[config.mk]
export PLATFORM = sky130hd
export DESIGN_NAME = topological_sort_kahn_unit_flat
export DESIGN_NICKNAME = d
export VERILOG_FILES = /design/src/hw/rtl/tsk_pkg.sv /design/src/hw/rtl/tsk_stream_if.sv /design/src/hw/rtl/topological_sort_kahn_unit.sv /design/src/hw/rtl/tsk_ram.sv /design/src/flat_wrapper.sv
export SDC_FILE = /design/constraint.sdc
export NUM_CORES = 1
export LEC_CHECK = 0
export BUFFER_PORTS_ARGS = -buffer_cell sky130_fd_sc_hd__clkbuf_2
export CORE_MARGIN = 4
export CORE_UTILIZATION = 45
export DETAILED_ROUTE_END_ITERATION = 7
export GPL_TIMING_DRIVEN = 1
export PLACE_DENSITY = 0.71
export SLEW_MARGIN = 20
export SYNTH_ARGS = -nofsm -noshare
export SYNTH_HDL_FRONTEND = slang
export SYNTH_SLANG_ARGS = --single-unit
[constraint.sdc]
create_clock -name clk -period 8.15 [get_ports clk]
set_clock_uncertainty 0.05 [all_clocks]
set_input_delay 1.63 -clock clk [delete_from_list [all_inputs] [get_ports clk]]
set_output_delay 1.63 -clock clk [all_outputs]
set_load 0.02 [all_outputs]
[src/hw/rtl/tsk_pkg.sv]
// Shared types and constants for the topological sort unit.
// No dependencies; topological_sort_kahn_unit imports this package (tsk_ram does not).
package tsk_pkg;

    localparam int VERTEX_W = 5;
    localparam int COUNT_W  = 6;
    localparam logic [COUNT_W-1:0] VERTEX_COUNT_RESET = 6'd32;
    localparam int VERTEX_FIELD_LIMIT = 32;

    typedef struct packed {
        logic [VERTEX_W-1:0] edge_from;
        logic [VERTEX_W-1:0] edge_to;
        logic                has_edge;
        logic                last_edge;
    } edge_item_t;

    typedef struct packed {
        logic [VERTEX_W-1:0] vertex;
        logic                vertex_valid;
        logic                last_result;
        logic                order_complete;
        logic                edges_dropped;
    } result_item_t;

    typedef logic [COUNT_W-1:0] vertex_count_t;

    typedef enum logic [3:0] {
        S_IDLE,
        S_CNT_RD,
        S_CNT_UPD,
        S_ZSCAN,
        S_POP,
        S_POP_WAIT,
        S_SCAN_RD,
        S_SCAN_UPD,
        S_EMIT_RD,
        S_EMIT_LD,
        S_EMIT_HOLD
    } state_t;

endpackage

[src/hw/rtl/tsk_stream_if.sv]
// Valid/ready stream channel used for edges, results and configuration.
// The payload type is a parameter; the types come from tsk_pkg.
interface tsk_stream_if #(
    parameter type payload_t = logic
) ();
    logic     valid;
    logic     ready;
    payload_t payload;

    modport source (output valid, output payload, input ready);
    modport sink (input valid, input payload, output ready);
endinterface

[src/hw/rtl/topological_sort_kahn_unit.sv]
// Kahn topological sort unit. Edges are taken one per cycle while idle; the item
// marked last starts the sort, and input and configuration stall until the order is out.
// The sort counts in-degrees over the E stored edges, scans the n vertices for zero
// in-degree, rescans every stored edge for each popped vertex and stops on an empty
// queue; results then go out one at a time, each held until taken (a lone result for an empty order).
// Reset clears the graph and sets vertex_count to 32; RAM contents are not reset.
module topological_sort_kahn_unit
    import tsk_pkg::*;
#(
    parameter int MAX_VERTICES = 32,
    parameter int MAX_EDGES    = 256
) (
    input  logic         clk,
    input  logic         rst_n,
    tsk_stream_if.sink   edges,
    tsk_stream_if.source results,
    tsk_stream_if.sink   cfg
);
    localparam int VLIM = (MAX_VERTICES < VERTEX_FIELD_LIMIT) ? MAX_VERTICES
                                                              : VERTEX_FIELD_LIMIT;
    localparam int QAW  = (VLIM > 1) ? $clog2(VLIM) : 1;
    localparam int QCW  = $clog2(VLIM + 1);
    localparam int EAW  = (MAX_EDGES > 1) ? $clog2(MAX_EDGES) : 1;
    localparam int ECW  = $clog2(MAX_EDGES + 1);
    localparam logic [COUNT_W-1:0] VLIM_C = COUNT_W'(VLIM);
    localparam logic [ECW-1:0]     EDGE_CAP = ECW'(MAX_EDGES);

    state_t state_reg, state_next;

    vertex_count_t      vcount_reg, vcount_next;
    logic [ECW-1:0]     ecount_reg, ecount_next;
    logic [ECW-1:0]     eidx_reg, eidx_next;
    logic [ECW-1:0]     indeg_reg [VLIM];
    logic [ECW-1:0]     indeg_next [VLIM];
    logic [QCW-1:0]     head_reg, head_next;
    logic [QCW-1:0]     tail_reg, tail_next;
    logic [QCW-1:0]     vidx_reg, vidx_next;
    logic [VERTEX_W-1:0] u_reg, u_next;
    logic               drop_reg, drop_next;
    result_item_t       out_reg, out_next;
    logic               out_valid_reg, out_valid_next;

    vertex_count_t       n_eff;
    edge_item_t          in_item;
    logic                in_fire;
    logic                out_fire;
    logic                cfg_fire;
    logic                edge_ok;

    logic                e_we, e_re;
    logic [2*VERTEX_W-1:0] e_rdata;
    logic [VERTEX_W-1:0] e_src, e_dst;
    logic                e_in_range;

    logic                q_we, q_re;
    logic [QAW-1:0]      q_raddr;
    logic [VERTEX_W-1:0] q_wdata, q_rdata;

    logic [QAW-1:0]      deg_idx;
    logic [ECW-1:0]      deg_rd;

    assign n_eff    = (vcount_reg > VLIM_C) ? VLIM_C : vcount_reg;
    assign in_item  = edges.payload;
    assign in_fire  = edges.valid && edges.ready;
    assign out_fire = results.valid && results.ready;
    assign cfg_fire = cfg.valid && cfg.ready;
    assign edge_ok  = (COUNT_W'(in_item.edge_from) < n_eff)
                   && (COUNT_W'(in_item.edge_to) < n_eff)
                   && (ecount_reg < EDGE_CAP);

    assign e_src      = e_rdata[2*VERTEX_W-1:VERTEX_W];
    assign e_dst      = e_rdata[VERTEX_W-1:0];
    assign e_in_range = (COUNT_W'(e_src) < n_eff) && (COUNT_W'(e_dst) < n_eff);

    // One read port on the in-degree table: the zero scan walks it by index,
    // the edge passes address it by the edge target.
    assign deg_idx = (state_reg == S_ZSCAN) ? vidx_reg[QAW-1:0] : e_dst[QAW-1:0];
    assign deg_rd  = indeg_reg[deg_idx];

    tsk_ram #(
        .WIDTH (2 * VERTEX_W),
        .DEPTH (MAX_EDGES)
    ) u_edge_ram (
        .clk   (clk),
        .we    (e_we),
        .waddr (ecount_reg[EAW-1:0]),
        .wdata ({in_item.edge_from, in_item.edge_to}),
        .re    (e_re),
        .raddr (eidx_reg[EAW-1:0]),
        .rdata (e_rdata)
    );

    tsk_ram #(
        .WIDTH (VERTEX_W),
        .DEPTH (VLIM)
    ) u_queue_ram (
        .clk   (clk),
        .we    (q_we),
        .waddr (tail_reg[QAW-1:0]),
        .wdata (q_wdata),
        .re    (q_re),
        .raddr (q_raddr),
        .rdata (q_rdata)
    );

    // Next state.
    always_comb
    begin
        state_next = state_reg;
        case (state_reg)
            S_IDLE:
            begin
                if (in_fire && in_item.last_edge)
                begin
                    state_next = S_CNT_RD;
                end
            end
            S_CNT_RD:
            begin
                state_next = (eidx_reg == ecount_reg) ? S_ZSCAN : S_CNT_UPD;
            end
            S_CNT_UPD:
            begin
                state_next = S_CNT_RD;
            end
            S_ZSCAN:
            begin
                if (COUNT_W'(vidx_reg) == n_eff)
                begin
                    state_next = S_POP;
                end
            end
            S_POP:
            begin
                if (head_reg == tail_reg)
                begin
                    state_next = (tail_reg == '0) ? S_EMIT_LD : S_EMIT_RD;
                end
                else
                begin
                    state_next = S_POP_WAIT;
                end
            end
            S_POP_WAIT:
            begin
                state_next = S_SCAN_RD;
            end
            S_SCAN_RD:
            begin
                state_next = (eidx_reg == ecount_reg) ? S_POP : S_SCAN_UPD;
            end
            S_SCAN_UPD:
            begin
                state_next = S_SCAN_RD;
            end
            S_EMIT_RD:
            begin
                state_next = S_EMIT_LD;
            end
            S_EMIT_LD:
            begin
                state_next = S_EMIT_HOLD;
            end
            S_EMIT_HOLD:
            begin
                if (out_fire)
                begin
                    state_next = out_reg.last_result ? S_IDLE : S_EMIT_RD;
                end
            end
            default:
            begin
                state_next = S_IDLE;
            end
        endcase
    end

    // Handshake and memory control.
    always_comb
    begin
        e_we    = 1'b0;
        e_re    = 1'b0;
        q_re    = 1'b0;
        q_raddr = head_reg[QAW-1:0];
        case (state_reg)
            S_IDLE:
            begin
                e_we = in_fire && in_item.has_edge && edge_ok;
            end
            S_CNT_RD, S_SCAN_RD:
            begin
                e_re = (eidx_reg != ecount_reg);
            end
            S_POP:
            begin
                q_re = (head_reg != tail_reg);
            end
            S_EMIT_RD:
            begin
                q_re    = 1'b1;
                q_raddr = vidx_reg[QAW-1:0];
            end
            default:
            begin
                e_we = 1'b0;
            end
        endcase
    end

    assign edges.ready     = (state_reg == S_IDLE);
    assign cfg.ready       = (state_reg == S_IDLE);
    assign results.valid   = out_valid_reg;
    assign results.payload = out_reg;

    // Datapath registers.
    always_comb
    begin
        vcount_next    = vcount_reg;
        ecount_next    = ecount_reg;
        eidx_next      = eidx_reg;
        indeg_next     = indeg_reg;
        head_next      = head_reg;
        tail_next      = tail_reg;
        vidx_next      = vidx_reg;
        u_next         = u_reg;
        drop_next      = drop_reg;
        out_next       = out_reg;
        out_valid_next = out_valid_reg;
        q_we           = 1'b0;
        q_wdata        = e_dst;

        if (cfg_fire)
        begin
            vcount_next = cfg.payload;
        end

        case (state_reg)
            S_IDLE:
            begin
                if (in_fire)
                begin
                    if (in_item.has_edge)
                    begin
                        if (edge_ok)
                        begin
                            ecount_next = ecount_reg + 1'b1;
                        end
                        else
                        begin
                            drop_next = 1'b1;
                        end
                    end
                    eidx_next = '0;
                end
            end
            S_CNT_RD:
            begin
                vidx_next = '0;
            end
            S_CNT_UPD:
            begin
                if (e_in_range)
                begin
                    indeg_next[deg_idx] = deg_rd + 1'b1;
                end
                else
                begin
                    drop_next = 1'b1;
                end
                eidx_next = eidx_reg + 1'b1;
            end
            S_ZSCAN:
            begin
                if (COUNT_W'(vidx_reg) != n_eff)
                begin
                    if (deg_rd == '0)
                    begin
                        q_we      = 1'b1;
                        q_wdata   = VERTEX_W'(vidx_reg);
                        tail_next = tail_reg + 1'b1;
                    end
                    vidx_next = vidx_reg + 1'b1;
                end
            end
            S_POP:
            begin
                vidx_next = '0;
            end
            S_POP_WAIT:
            begin
                u_next    = q_rdata;
                head_next = head_reg + 1'b1;
                eidx_next = '0;
            end
            S_SCAN_UPD:
            begin
                if (e_src == u_reg && e_in_range && deg_rd != '0)
                begin
                    indeg_next[deg_idx] = deg_rd - 1'b1;
                    if (deg_rd == ECW'(1))
                    begin
                        q_we      = 1'b1;
                        tail_next = tail_reg + 1'b1;
                    end
                end
                eidx_next = eidx_reg + 1'b1;
            end
            S_EMIT_LD:
            begin
                // An empty order still produces one transaction, marked invalid.
                out_next.vertex         = (tail_reg == '0) ? '0 : q_rdata;
                out_next.vertex_valid   = (tail_reg != '0);
                out_next.last_result    = (tail_reg == '0)
                                       || (QCW'(vidx_reg + 1'b1) == tail_reg);
                out_next.order_complete = (COUNT_W'(tail_reg) == n_eff);
                out_next.edges_dropped  = drop_reg;
                out_valid_next          = 1'b1;
            end
            S_EMIT_HOLD:
            begin
                if (out_fire)
                begin
                    out_valid_next = 1'b0;
                    vidx_next      = vidx_reg + 1'b1;
                    if (out_reg.last_result)
                    begin
                        ecount_next = '0;
                        head_next   = '0;
                        tail_next   = '0;
                        drop_next   = 1'b0;
                        for (int k = 0; k < VLIM; k++)
                        begin
                            indeg_next[k] = '0;
                        end
                    end
                end
            end
            default:
            begin
                q_we = 1'b0;
            end
        endcase
    end

    always_ff @(posedge clk or negedge rst_n)
    begin
        if (!rst_n)
        begin
            state_reg     <= S_IDLE;
            vcount_reg    <= VERTEX_COUNT_RESET;
            ecount_reg    <= '0;
            eidx_reg      <= '0;
            head_reg      <= '0;
            tail_reg      <= '0;
            vidx_reg      <= '0;
            drop_reg      <= 1'b0;
            out_valid_reg <= 1'b0;
            for (int k = 0; k < VLIM; k++)
            begin
                indeg_reg[k] <= '0;
            end
        end
        else
        begin
            state_reg     <= state_next;
            vcount_reg    <= vcount_next;
            ecount_reg    <= ecount_next;
            eidx_reg      <= eidx_next;
            head_reg      <= head_next;
            tail_reg      <= tail_next;
            vidx_reg      <= vidx_next;
            drop_reg      <= drop_next;
            out_valid_reg <= out_valid_next;
            indeg_reg     <= indeg_next;
        end
    end

    always_ff @(posedge clk)
    begin
        u_reg   <= u_next;
        out_reg <= out_next;
    end
endmodule

[src/hw/rtl/tsk_ram.sv]
// Generic single-write, single-read RAM with a registered read port.
// No dependencies.
module tsk_ram #(
    parameter int WIDTH = 8,
    parameter int DEPTH = 16
) (
    input  logic                                   clk,
    input  logic                                   we,
    input  logic [(DEPTH > 1 ? $clog2(DEPTH) : 1)-1:0] waddr,
    input  logic [WIDTH-1:0]                       wdata,
    input  logic                                   re,
    input  logic [(DEPTH > 1 ? $clog2(DEPTH) : 1)-1:0] raddr,
    output logic [WIDTH-1:0]                       rdata
);
    logic [WIDTH-1:0] mem [DEPTH];
    logic [WIDTH-1:0] rdata_reg;

    always_ff @(posedge clk)
    begin
        if (we)
        begin
            mem[waddr] <= wdata;
        end
        if (re)
        begin
            rdata_reg <= mem[raddr];
        end
    end

    assign rdata = rdata_reg;
endmodule
[src/flat_wrapper.sv]
// flat-port wrapper written by rule: the top's interface ports become plain ports
module topological_sort_kahn_unit_flat import tsk_pkg::*;
#(
    parameter int MAX_VERTICES = 32,
    parameter int MAX_EDGES    = 256
)
  (clk, rst_n, edges_valid, edges_payload, edges_ready, results_valid, results_payload, results_ready, cfg_valid, cfg_payload, cfg_ready);
  tsk_stream_if edges_i ();
  tsk_stream_if results_i ();
  tsk_stream_if cfg_i ();
  input  logic clk;
  input  logic rst_n;
  input wire logic [$bits(edges_i.valid)-1:0] edges_valid;
  input wire logic [$bits(edges_i.payload)-1:0] edges_payload;
  output wire logic [$bits(edges_i.ready)-1:0] edges_ready;
  output wire logic [$bits(results_i.valid)-1:0] results_valid;
  output wire logic [$bits(results_i.payload)-1:0] results_payload;
  input wire logic [$bits(results_i.ready)-1:0] results_ready;
  input wire logic [$bits(cfg_i.valid)-1:0] cfg_valid;
  input wire logic [$bits(cfg_i.payload)-1:0] cfg_payload;
  output wire logic [$bits(cfg_i.ready)-1:0] cfg_ready;
  assign edges_i.valid = edges_valid;
  assign edges_i.payload = edges_payload;
  assign edges_ready = edges_i.ready;
  assign results_valid = results_i.valid;
  assign results_payload = results_i.payload;
  assign results_i.ready = results_ready;
  assign cfg_i.valid = cfg_valid;
  assign cfg_i.payload = cfg_payload;
  assign cfg_ready = cfg_i.ready;
  topological_sort_kahn_unit #(.MAX_VERTICES(MAX_VERTICES), .MAX_EDGES(MAX_EDGES)) u_core (.clk(clk), .rst_n(rst_n), .edges(edges_i), .results(results_i), .cfg(cfg_i));
endmodule
==> results of run 1 <==
cell families (layout without fill, tap and decap cells):
family	after synthesis	after routing	synth area share
and+or+nand+nor	480	480	0.129
other	0	1	0
adders and majority gates	12	12	0.00855
AOI/OAI and AO/OA	742	742	0.244
xor gates and xnor gates	33	33	0.0165
DFF	325	325	0.464
buffers and inverters	162	112	0.0433
muxes	165	165	0.0952
worst max-delay path: cells and delay by family, from the launching register on:
family | cells | cell delay, ps
simple gates | 4 | 2040
compound gates | 3 | 1360
flops | 1 | 1060
buf+inv | 2 | 890
mux | 1 | 500
power by group:
part	leakage (nW)	internal, mW	switching, mW
clock	0.559	0.936	0.668
sequential	4.21	1.61	0
combinational	2.61	0.00285	0.0319
total	7.38	2.55	0.700
metal layers:
metal / up-vias / wire (um) / part of all wire
li1: 6845 / - / -
met1: 7718 / 23600 / 0.40
met2: 981 / 26100 / 0.44
met3: 213 / 6460 / 0.11
met4: 0 / 3210 / 0.054
met5: - / 0 / 0
cells in the mapped netlist (9+ instances only):
master,count,area (um^2)
sky130_fd_sc_hd__xor2_1,15,131
sky130_fd_sc_hd__o21ai_1,95,475
sky130_fd_sc_hd__nand3_1,36,180
sky130_fd_sc_hd__buf_4,10,75.1
sky130_fd_sc_hd__nor2_1,93,349
sky130_fd_sc_hd__dfrtp_1,322,8060
sky130_fd_sc_hd__nand2_1,232,871
sky130_fd_sc_hd__mux2_2,17,191
sky130_fd_sc_hd__buf_2,41,205
sky130_fd_sc_hd__xnor2_1,18,158
sky130_fd_sc_hd__nor3_1,18,90.1
sky130_fd_sc_hd__inv_1,16,60.1
sky130_fd_sc_hd__ha_1,12,150
sky130_fd_sc_hd__a22o_1,50,438
sky130_fd_sc_hd__nor4_1,18,113
sky130_fd_sc_hd__o22ai_1,75,469
sky130_fd_sc_hd__a21oi_1,169,846
sky130_fd_sc_hd__o22a_1,31,272
sky130_fd_sc_hd__clkbuf_1,76,285
sky130_fd_sc_hd__mux2i_1,148,1480
sky130_fd_sc_hd__and2_1,9,56.3
sky130_fd_sc_hd__nand2b_1,12,75.1
sky130_fd_sc_hd__o21ai_0,272,1360
layout by cell type (no fill, tap or decap), types with 6 or more instances in the layout:
master,Yosys,routed
sky130_fd_sc_hd__ha_1,12,12
sky130_fd_sc_hd__o22a_1,31,31
sky130_fd_sc_hd__nand3_1,36,35
sky130_fd_sc_hd__xnor2_1,18,18
sky130_fd_sc_hd__mux2_2,17,17
sky130_fd_sc_hd__clkbuf_16,0,37
sky130_fd_sc_hd__clkbuf_1,76,6
sky130_fd_sc_hd__a22oi_1,6,6
sky130_fd_sc_hd__o21ai_1,95,95
sky130_fd_sc_hd__and2_1,9,9
sky130_fd_sc_hd__mux2i_1,148,148
sky130_fd_sc_hd__xor2_1,15,15
sky130_fd_sc_hd__clkbuf_2,3,9
sky130_fd_sc_hd__nand2_1,232,232
sky130_fd_sc_hd__o22ai_1,75,75
sky130_fd_sc_hd__nor2_1,93,91
sky130_fd_sc_hd__clkinv_2,0,7
sky130_fd_sc_hd__nor2b_1,8,8
sky130_fd_sc_hd__a22o_1,50,50
sky130_fd_sc_hd__nor4_2,6,6
sky130_fd_sc_hd__inv_1,16,16
sky130_fd_sc_hd__nand2b_1,12,12
sky130_fd_sc_hd__a21oi_1,169,168
sky130_fd_sc_hd__nand4bb_1,6,6
sky130_fd_sc_hd__buf_4,10,24
sky130_fd_sc_hd__dfrtp_1,322,321
sky130_fd_sc_hd__nand4_1,6,6
sky130_fd_sc_hd__nor4_1,18,18
sky130_fd_sc_hd__o21ai_0,272,272
sky130_fd_sc_hd__nor3_1,18,17
how the worst max path moves through the flow:
stage                            to  cells after the start                            from
final                     flip-flop                     10  u_core.vidx_reg[1]$_DFFE_PN0P_
after global routing      flip-flop                     10  u_core.vidx_reg[1]$_DFFE_PN0P_
after CTS                 flip-flop                     10  u_core.vidx_reg[1]$_DFFE_PN0P_
after detailed placement  flip-flop                     10  u_core.vidx_reg[1]$_DFFE_PN0P_
after global placement    flip-flop                     10  u_core.vidx_reg[1]$_DFFE_PN0P_
after floorplan           flip-flop                     18  u_core.vidx_reg[1]$_DFFE_PN0P_
cell type report:
cell class,count,share of cell area
Clock buffer,48,0.0536
Multi-Input combinational cell,1432,0.458
Tap cell,518,0.0341
Inverter,16,0.00316
Clock inverter,11,0.00586
Antenna cell,1,0.000132
Timing Repair Buffer,37,0.0158
Sequential cell,325,0.429
==> out/results.md, run 1 <==
| Item | Value |
|---|---|
| Final min period | 6170 ps |
| CP cell instances | buf_12 -> mux2i_1 -> o22ai_1 -> nor4_1 -> nand4_1 -> nor3_2 -> a31o_4 -> buf_4 -> nor2_1 -> a22o_1 |
| Sequential element share of the synthesized area | 0.464 |
| Fraction of final layout cells sized beyond drive strength 1 | 0.0765 |
| Total GRT Usage | 0.278 |
| Post-synthesis to final-layout area growth | 8.13% |
| Hold Slack | 418 ps |
| Area taken by multi-input logic gates | 8710 um^2 |
| DP HPWL | 38200 um |
| Met3 usage | 0.0621 |
| Post-route design area | 19000 um^2 |
| Final slew viol count | 0 |
| Tightest slew margin relative to the limit | 0.308 |
| Via total after detailed routing | 15800 |
| Layer carrying the most global-route usage | met2 |
| Area of the die | 42300 um^2 |
| Final #Nets | 1867 |
| Per-instance average area after synthesis | 9.15 um^2 |
| Combined area of all synthesized cells | 17600 um^2 |
| Outcome | completed |
| Syn. warnings | 0 |
| Total of fill cells in the finished design | 3615 |
| Post-place setup slack | 2340 ps |
| Placed Instances | 2328 |
| Height of the die | 206 um |
| Worst hold start | u_core.drop_reg$_DFFE_PN0P_ |
| Count of endpoints failing setup in the final report | 0 |
| Highest cell delay on the worst timing path | 1060 ps |
| Clock-pin slew on the worst setup and hold paths | 70 ps |
| Final hold violations | 0 |
| Worst Hold Class | flip-flop to flip-flop |
| Top FF cell, synth | sky130_fd_sc_hd__dfrtp_1 |
| Clk_lat worst skew | 530 ps |
| End-of-flow core utilization | 0.492 |
| Worst-Margin Slew | 1040 ps |
| Placed cell areas | 17900 um^2 |
| Number of nets still failing antenna checks after routing | 0 |
| Number of cells on the worst reg-to-reg path | 10 |
| Row count | 72 |
| Peak supply drop | 0.000159 V |
| Final routed DRC violation total | 0 |
| Met1 track demand over resource | 0.385 |
| I/O Pins | 11 |
| Number of design-rule violations left by the first detailed-router iteration | 2123 |
| Number of antenna violations at the first check in global routing | 0 |
| Crit Path Max Fanout | 72 |
| Startpoint of the lowest-slack register-to-register path | u_core.vidx_reg[1]$_DFFE_PN0P_ |
| GRT overflow | 0 |
| CP arrival | 6540 ps |
| Maximum buffer depth of the clock tree | 3 |
| Unique masters post-synth | 77 |
| Min-Delay Path Depth | 0 |
| Met2 Usage GRT | 0.414 |
| Number of enable flip-flop cells after synthesis | 2 |
| RSZ-0062 raised after global routing | no |
| Level count of the clock H-tree | 2 |
| Overall die width | 206 um |
| Maximum number of pins on one net before global-route repair | 156 |
| Critical path's slowest cell | sky130_fd_sc_hd__dfrtp_4 |
| Clock root buffer master | sky130_fd_sc_hd__clkbuf_16 |
| Element type at the critical path start | flip-flop |
| Wire per inst | 24.9 um |
| Nature of the critical path endpoint | flip-flop |
| Share of flip-flops with an asynchronous set or reset after synthesis | 0.994 |
| Number of global-route vias before repair | 15000 |
| Setup total negative slack | 0 ps |
| Worst Hold Endpoint | u_core.results.payload$_DFFE_PP_ |
| TritonCTS buffer count | 36 |
| Total Power Consumption | 3.25 mW |
| TritonCTS clock tree | done |
| Port bufs | 10 |
| Post-CTS sizing | 0 |
| Final period utilization | 0.757 |
| Number of iterations in the first detailed-routing pass | 7 |
| Post-Route WL | 59400 um |
| Number of nets in the synthesized netlist | 1938 |
| Slack of the critical path | 1980 ps |
| RD Place Congestion | 1.04 |
| Global-route wire length before repair | 91400 um |
| Number of vias per cell | 6.60 |
| Static Leakage | 7.38 nW |
| Flop-to-flop setup slack | 1980 ps |
| Power density over cell area | 171 nW/um^2 |
| Worst Path Required | 8520 ps |
| Number of synthesized register bits | 325 |
| Highest achievable clock rate | 162 MHz |
| Final cell count without fillers | 2388 |
| MaxCap Viol Count | 0 |
| Placeable core area | 38600 um^2 |
| Storage cell area | 8150 um^2 |
| CP Class | flip-flop to flip-flop |
| Clk sinks | 325 |
| Total setup buffers inserted after CTS | 0 |
| Starting density of the core | 0.455 |
| Count of mapped cells out of synthesis | 1919 |
| # hold bufs at CTS | 0 |
(Power assumes the default switching activity.)
==> inputs of run 2 (changes only) <==
==> constraint.sdc (replaced) <==
create_clock -name clk -period 6.3 [get_ports clk]
set_clock_uncertainty 0.05 [all_clocks]
set_input_delay 1.26 -clock clk [delete_from_list [all_inputs] [get_ports clk]]
set_output_delay 1.26 -clock clk [all_outputs]
set_load 0.02 [all_outputs]
==> run 2 against run 1 <==
Net effect:
- utilization grew 0.62 points
- via count shrank 0.42%
- global-route usage down 0.22 points
- combinational power increased by 33%
- worst hold slack about the same
- wire length decreased by 0.70%
- sequential power rose by 30%
- clock-buffer cell count is 3 higher
- register-to-register slack got worse by 990 ps
- critical path type unchanged
==> out/results.md, run 2 (synthesized netlist as in run 1, its figures left out) <==
| Item | Value | vs previous |
|---|---|---|
| Total of fill cells in the finished design | 3571 | -1.2% |
| Hold Slack | 418 ps | -0.410 ps |
| Total GRT Usage | 0.276 | -0.00216 |
| Worst Path Required | 6630 ps | -1890 ps |
| Clock-pin slew on the worst setup and hold paths | 70 ps | about the same |
| Global-route wire length before repair | 90500 um | -0.99% |
| Post-place setup slack | 1230 ps | -1120 ps |
| Maximum buffer depth of the clock tree | 3 | unchanged |
| Placed cell areas | 17900 um^2 | +0.28% |
| Starting density of the core | 0.455 | unchanged |
| Placed Instances | 2333 | +0.21% |
| Final routed DRC violation total | 0 | unchanged |
| Clk_lat worst skew | 540 ps | about the same |
| Startpoint of the lowest-slack register-to-register path | u_core.vidx_reg[1]$_DFFE_PN0P_ |  |
| Tightest slew margin relative to the limit | 0.275 | -0.0337 |
| # hold bufs at CTS | 0 | unchanged |
| CP arrival | 5630 ps | -910 ps |
| Post-synthesis to final-layout area growth | 9.51% |  |
| Number of iterations in the first detailed-routing pass | 6 | -1 |
| Critical path's slowest cell | sky130_fd_sc_hd__dfrtp_4 |  |
| Total setup buffers inserted after CTS | 0 | unchanged |
| Nature of the critical path endpoint | flip-flop |  |
| I/O Pins | 11 | unchanged |
| Flop-to-flop setup slack | 990 ps | -990 ps |
| Final slew viol count | 0 | unchanged |
| Height of the die | 206 um | unchanged |
| Number of nets still failing antenna checks after routing | 0 | unchanged |
| Final cell count without fillers | 2400 | +0.50% |
| CP cell instances | mux2i_1 -> o22ai_1 -> nor4_1 -> nand4_1 -> nor3_2 -> a21o_1 -> o221ai_1 -> nand2_2 -> o21ai_0 |  |
| Critical path buffers and inverters | 0 | -2 |
| GRT overflow | 0 | unchanged |
| Crit Path Max Fanout | 50 | -31% |
| Post-route design area | 19200 um^2 | +1.3% |
| Number of design-rule violations left by the first detailed-router iteration | 2165 | +2.0% |
| Worst hold start | u_core.drop_reg$_DFFE_PN0P_ |  |
| Slack of the critical path | 992 ps | -989 ps |
| Via total after detailed routing | 15700 | -0.42% |
| Worst-Margin Slew | 1090 ps | +50.5 ps |
| Most frequent cells in the layout | 321 x sky130_fd_sc_hd__dfrtp_1, 272 x sky130_fd_sc_hd__o21ai_0, 231 x sky130_fd_sc_hd__nand2_1 |  |
| Number of antenna violations at the first check in global routing | 0 | unchanged |
| Setup total negative slack | 0 ps | unchanged |
| Highest cell delay on the worst timing path | 1020 ps | -40 ps |
| Placeable core area | 38600 um^2 | unchanged |
| Port bufs | 10 | unchanged |
| Final hold violations | 0 | unchanged |
| Number of cells on the worst reg-to-reg path | 9 | -1 |
| Highest achievable clock rate | 188 MHz | +16% |
| Final min period | 5310 ps | -861 ps |
| CP Class | flip-flop to flip-flop |  |
| TritonCTS buffer count | 37 | +2.8% |
| Worst Hold Class | flip-flop to flip-flop |  |
| MaxCap Viol Count | 0 | unchanged |
| Row count | 72 | unchanged |
| TritonCTS clock tree | done |  |
| Maximum number of pins on one net before global-route repair | 114 | -27% |
| Final period utilization | 0.843 | +0.0856 |
| Overall die width | 206 um | unchanged |
| Largest delay share family, worst path | simple AND/OR/NAND/NOR gates |  |
| Clk sinks | 325 | unchanged |
| RD Place Congestion | 1.02 | -1.4% |
| Worst Hold Endpoint | u_core.results.payload$_DFFE_PP_ |  |
| Element type at the critical path start | flip-flop |  |
| Clock root buffer master | sky130_fd_sc_hd__clkbuf_16 |  |
| Number of vias per cell | 6.54 | -0.92% |
| Wire per inst | 24.6 um | -1.2% |
| Post-Route WL | 59000 um | -0.70% |
| Power density over cell area | 232 nW/um^2 | +36% |
| Post-CTS sizing | 0 | unchanged |
| Number of global-route vias before repair | 14700 | -2.2% |
| End-of-flow core utilization | 0.498 | +0.00625 |
| Antenna diode count | 0 | -1 |
| Outcome | completed |  |
| Count of endpoints failing setup in the final report | 0 | unchanged |
| Total Power Consumption | 4.47 mW | +37% |
| Final #Nets | 1873 | +0.32% |
| Min-Delay Path Depth | 0 | unchanged |
| Fraction of final layout cells sized beyond drive strength 1 | 0.0845 | +0.00797 |
| Static Leakage | 7.51 nW | +1.7% |
| DP HPWL | 39300 um | +2.8% |
| Area of the die | 42300 um^2 | unchanged |
| Level count of the clock H-tree | 2 | unchanged |
| Peak supply drop | 0.000195 V | +23% |
| RSZ-0062 raised after global routing | no |  |
| Most common cell after layout, fill and taps aside | sky130_fd_sc_hd__dfrtp_1 |  |
run 2: changes by cell type in the layout (fill, tap and decap cells not counted), moves of 2 or more:
cell and delta:
sky130_fd_sc_hd__buf_4 +4, sky130_fd_sc_hd__bufinv_16 +4, sky130_fd_sc_hd__clkbuf_1 -2, sky130_fd_sc_hd__clkbuf_8 +5, sky130_fd_sc_hd__inv_6 +3
run 2: power by group:
| part | switching, mW | internal, mW |
|---|---|---|
| combinational | 0.0412 | 0.00501 |
| clock | 0.889 | 1.45 |
| sequential | 0 | 2.09 |
run 2: worst max path at each step:
stage                              startpoint         to  slack (ps)  cells after the start
2_1_floorplan  u_core.vidx_reg[1]$_DFFE_PN0P_  flip-flop        2540                     18
3_3_place_gp   u_core.vidx_reg[1]$_DFFE_PN0P_  flip-flop        1340                     10
3_5_place_dp   u_core.vidx_reg[1]$_DFFE_PN0P_  flip-flop        1230                     13
4_1_cts        u_core.vidx_reg[2]$_DFFE_PN0P_  flip-flop        1230                     13
5_1_grt        u_core.vidx_reg[2]$_DFFE_PN0P_  flip-flop         730                     13
6_report       u_core.vidx_reg[1]$_DFFE_PN0P_  flip-flop         990                      9
run 2: routing by layer:
metal	vias to the layer above	track usage	routed length [um]
met5	-	0	0
met4	0	0.114	2970
met1	7769	0.391	24300
met3	189	0.0577	6050
li1	6874	-	-
met2	859	0.414	25700
run 2: worst register-to-register path: stages (launching register included):
cell and delay (ps):
sky130_fd_sc_hd__dfrtp_4 1020, sky130_fd_sc_hd__mux2i_1 690, sky130_fd_sc_hd__o22ai_1 240, sky130_fd_sc_hd__nor4_1 750, sky130_fd_sc_hd__nand4_1 390, sky130_fd_sc_hd__nor3_2 530
sky130_fd_sc_hd__a21o_1 370, sky130_fd_sc_hd__o221ai_1 190, sky130_fd_sc_hd__nand2_2 690, sky130_fd_sc_hd__o21ai_0 240
run 2: cell type report:
type	instances	area, um^2	share of cell area
clock buffers	51	1080	0.0561
clock inverters	16	241	0.0126
inverters	16	60.1	0.00312
multi-input cells	1432	8710	0.453
flip-flops and latches	325	8150	0.424
well taps	518	648	0.0337
repair buffers	42	350	0.0182
==> inputs of run 3 (changes only) <==
--- a/config.mk
+++ b/config.mk
@@ -10,7 +10,7 @@
 export CORE_UTILIZATION = 45
 export DETAILED_ROUTE_END_ITERATION = 7
 export GPL_TIMING_DRIVEN = 1
-export PLACE_DENSITY = 0.71
+export PLACE_DENSITY = 0.73
 export SLEW_MARGIN = 20
 export SYNTH_ARGS = -nofsm -noshare
 export SYNTH_HDL_FRONTEND = slang
==> constraint.sdc (replaced) <==
create_clock -name clk -period 4.4 [get_ports clk]
set_clock_uncertainty 0.05 [all_clocks]
set_input_delay 0.88 -clock clk [delete_from_list [all_inputs] [get_ports clk]]
set_output_delay 0.88 -clock clk [all_outputs]
set_load 0.02 [all_outputs]
==> run 3 against run 2 <==
Net effect:
- via count rose by 2.0%
- setup slack got worse by 860 ps
- largest power group unchanged
- highest routed layer is now met5
- global-route usage rose by 1.1 points
- clock-buffer cell count rose by 2
- register-to-register slack got worse by 860 ps
- largest cell class unchanged
==> out/results.md, run 3 (synthesized netlist as in run 1, its figures left out) <==
| Item | Value | vs previous |
|---|---|---|
| RSZ-0062 raised after global routing | no |  |
| Final min period | 4270 ps | -1040 ps |
| Number of vias per cell | 6.55 | +0.13% |
| Total GRT Usage | 0.287 | +0.0113 |
| Number of design-rule violations left by the first detailed-router iteration | 1828 | -16% |
| Startpoint of the lowest-slack register-to-register path | u_core.vidx_reg[4]$_DFFE_PN0P_ |  |
| TritonCTS buffer count | 38 | +2.7% |
| Post-Route WL | 61200 um | +3.8% |
| Maximum buffer depth of the clock tree | 3 | unchanged |
| Height of the die | 206 um | unchanged |
| Tightest slew margin relative to the limit | 0.310 | +0.0358 |
| Number of nets still failing antenna checks after routing | 0 | unchanged |
| Static Leakage | 7.72 nW | +2.8% |
| Clock-pin slew on the worst setup and hold paths | 70 ps | about the same |
| Final hold violations | 0 | unchanged |
| Element type at the critical path start | flip-flop |  |
| Crit Path Max Fanout | 22 | -56% |
| TritonCTS clock tree | done |  |
| DP HPWL | 40900 um | +4.2% |
| Clk sinks | 325 | unchanged |
| Total Power Consumption | 6.22 mW | +39% |
| Port bufs | 10 | unchanged |
| Number of antenna violations at the first check in global routing | 1 | +1 |
| Placeable core area | 38600 um^2 | unchanged |
| Final slew viol count | 0 | unchanged |
| Maximum number of pins on one net before global-route repair | 99 | -13% |
| Nature of the critical path endpoint | flip-flop |  |
| Setup total negative slack | 0 ps | unchanged |
| Most frequent cells in the layout | 321 x sky130_fd_sc_hd__dfrtp_1, 272 x sky130_fd_sc_hd__o21ai_0, 232 x sky130_fd_sc_hd__nand2_1 |  |
| Row count | 72 | unchanged |
| Final period utilization | 0.969 | +0.127 |
| Clk_lat worst skew | 550 ps | about the same |
| Fraction of final layout cells sized beyond drive strength 1 | 0.103 | +0.0187 |
| MaxCap Viol Count | 0 | unchanged |
| Peak supply drop | 0.000264 V | +35% |
| Highest achievable clock rate | 234 MHz | +24% |
| CP Class | flip-flop to flip-flop |  |
| GRT overflow | 0 | unchanged |
| Via total after detailed routing | 16000 | +2.0% |
| Clock root buffer master | sky130_fd_sc_hd__clkbuf_16 |  |
| Starting density of the core | 0.455 | unchanged |
| Worst-Margin Slew | 1030 ps | -54.9 ps |
| Most common cell after layout, fill and taps aside | sky130_fd_sc_hd__dfrtp_1 |  |
| Global-route wire length before repair | 93700 um | +3.5% |
| Antenna diode count | 0 | unchanged |
| Final #Nets | 1919 | +2.5% |
| Worst Hold Class | input pin to asynchronous set/reset pin |  |
| Post-synthesis to final-layout area growth | 11.6% |  |
| Number of cells on the worst reg-to-reg path | 13 | +4 |
| Final routed DRC violation total | 0 | unchanged |
| I/O Pins | 11 | unchanged |
| Wire per inst | 25.0 um | +1.9% |
| CP arrival | 4680 ps | -950 ps |
| Level count of the clock H-tree | 2 | unchanged |
| Area of the die | 42300 um^2 | unchanged |
| Overall die width | 206 um | unchanged |
| Number of iterations in the first detailed-routing pass | 6 | unchanged |
| Number of global-route vias before repair | 15200 | +3.7% |
| # hold bufs at CTS | 0 | unchanged |
| Flop-to-flop setup slack | 130 ps | -860 ps |
| Power density over cell area | 317 nW/um^2 | +36% |
| RD Place Congestion | 0.997 | -2.4% |
| Worst Path Required | 4810 ps | -1820 ps |
| Outcome | completed |  |
| Count of endpoints failing setup in the final report | 0 | unchanged |
[run 3: stage by stage]
stage / cell area [um^2] / setup slack [ps] / std cells / hold WS (ps) / util
CTS: 19600 / 116 / 2445 / 356 / 0.506
detailed placement: 18300 / 134 / 2377 / 393 / 0.475
global placement: 18300 / 177 / 2377 / 382 / 0.475
global route: 19600 / 55.2 / 2446 / 385 / 0.507
floorplan: 17600 / 645 / 1919 / 367 / -
finish: 19600 / 134 / 2446 / 339 / 0.507
[run 3: worst max path at each step]
stage / start / endpoint / slack (ps) / cells past startpoint
floorplan: u_core.vidx_reg[1]$_DFFE_PN0P_ / flip-flop / 640 / 18
global placement: u_core.vidx_reg[4]$_DFFE_PN0P_ / u_core.indeg_reg[117]$_DFFE_PN0P_ / 180 / 14
detailed placement: u_core.vidx_reg[4]$_DFFE_PN0P_ / u_core.indeg_reg[99]$_DFFE_PN0P_ / 130 / 11
CTS: u_core.vidx_reg[4]$_DFFE_PN0P_ / u_core.indeg_reg[9]$_DFFE_PN0P_ / 120 / 11
global route: u_core.vidx_reg[4]$_DFFE_PN0P_ / u_core.indeg_reg[126]$_DFFE_PN0P_ / 60 / 15
finish: u_core.vidx_reg[4]$_DFFE_PN0P_ / flip-flop / 130 / 13
[run 3: per-layer routing]
metal / part of all wire / GRT usage / routed length, um / vias to the layer above
li1: - / - / - / 6961
met1: 0.39 / 0.391 / 24200 / 7841
met2: 0.44 / 0.431 / 26700 / 977
met3: 0.12 / 0.0835 / 7270 / 231
met4: 0.051 / 0.121 / 3120 / 2
met5: 0.00028 / 0 / 17 / -
[run 3: what timing repair did]
item | CTS | global route
buffers inserted | 0 | 1
gates resized for setup | 0 | 3
hold endpoints to repair | 0 | 0
setup endpoints to repair | 0 | 94
[run 3: cell type report]
| type | instances | area (um^2) |
|---|---|---|
| clock inverter | 15 | 161 |
| clock buffer | 53 | 1060 |
| inverter | 16 | 60.1 |
| fill | 3519 | 19000 |
| multi-input combinational | 1432 | 8730 |
| timing repair buffer | 87 | 801 |
| sequential | 325 | 8150 |
| tap | 518 | 648 |
[run 3: critical path: stages (launching register included)]
cell,delay [ps]
sky130_fd_sc_hd__dfrtp_1,690
sky130_fd_sc_hd__buf_4,240
sky130_fd_sc_hd__nand4b_1,460
sky130_fd_sc_hd__o22ai_1,490
sky130_fd_sc_hd__nor4_1,110
sky130_fd_sc_hd__nand2_1,130
sky130_fd_sc_hd__inv_1,50
sky130_fd_sc_hd__ha_1,200
sky130_fd_sc_hd__inv_1,160
sky130_fd_sc_hd__nor3_4,100
sky130_fd_sc_hd__a31o_4,260
sky130_fd_sc_hd__nor2_2,800
sky130_fd_sc_hd__buf_12,260
sky130_fd_sc_hd__a22o_1,160
[run 3: power breakdown]
group / switching, mW / internal, mW / total (mW)
combinational: 0.0600 / 0.00840 / 0.0684
sequential: 0 / 2.99 / 2.99
clock: 1.29 / 1.86 / 3.16
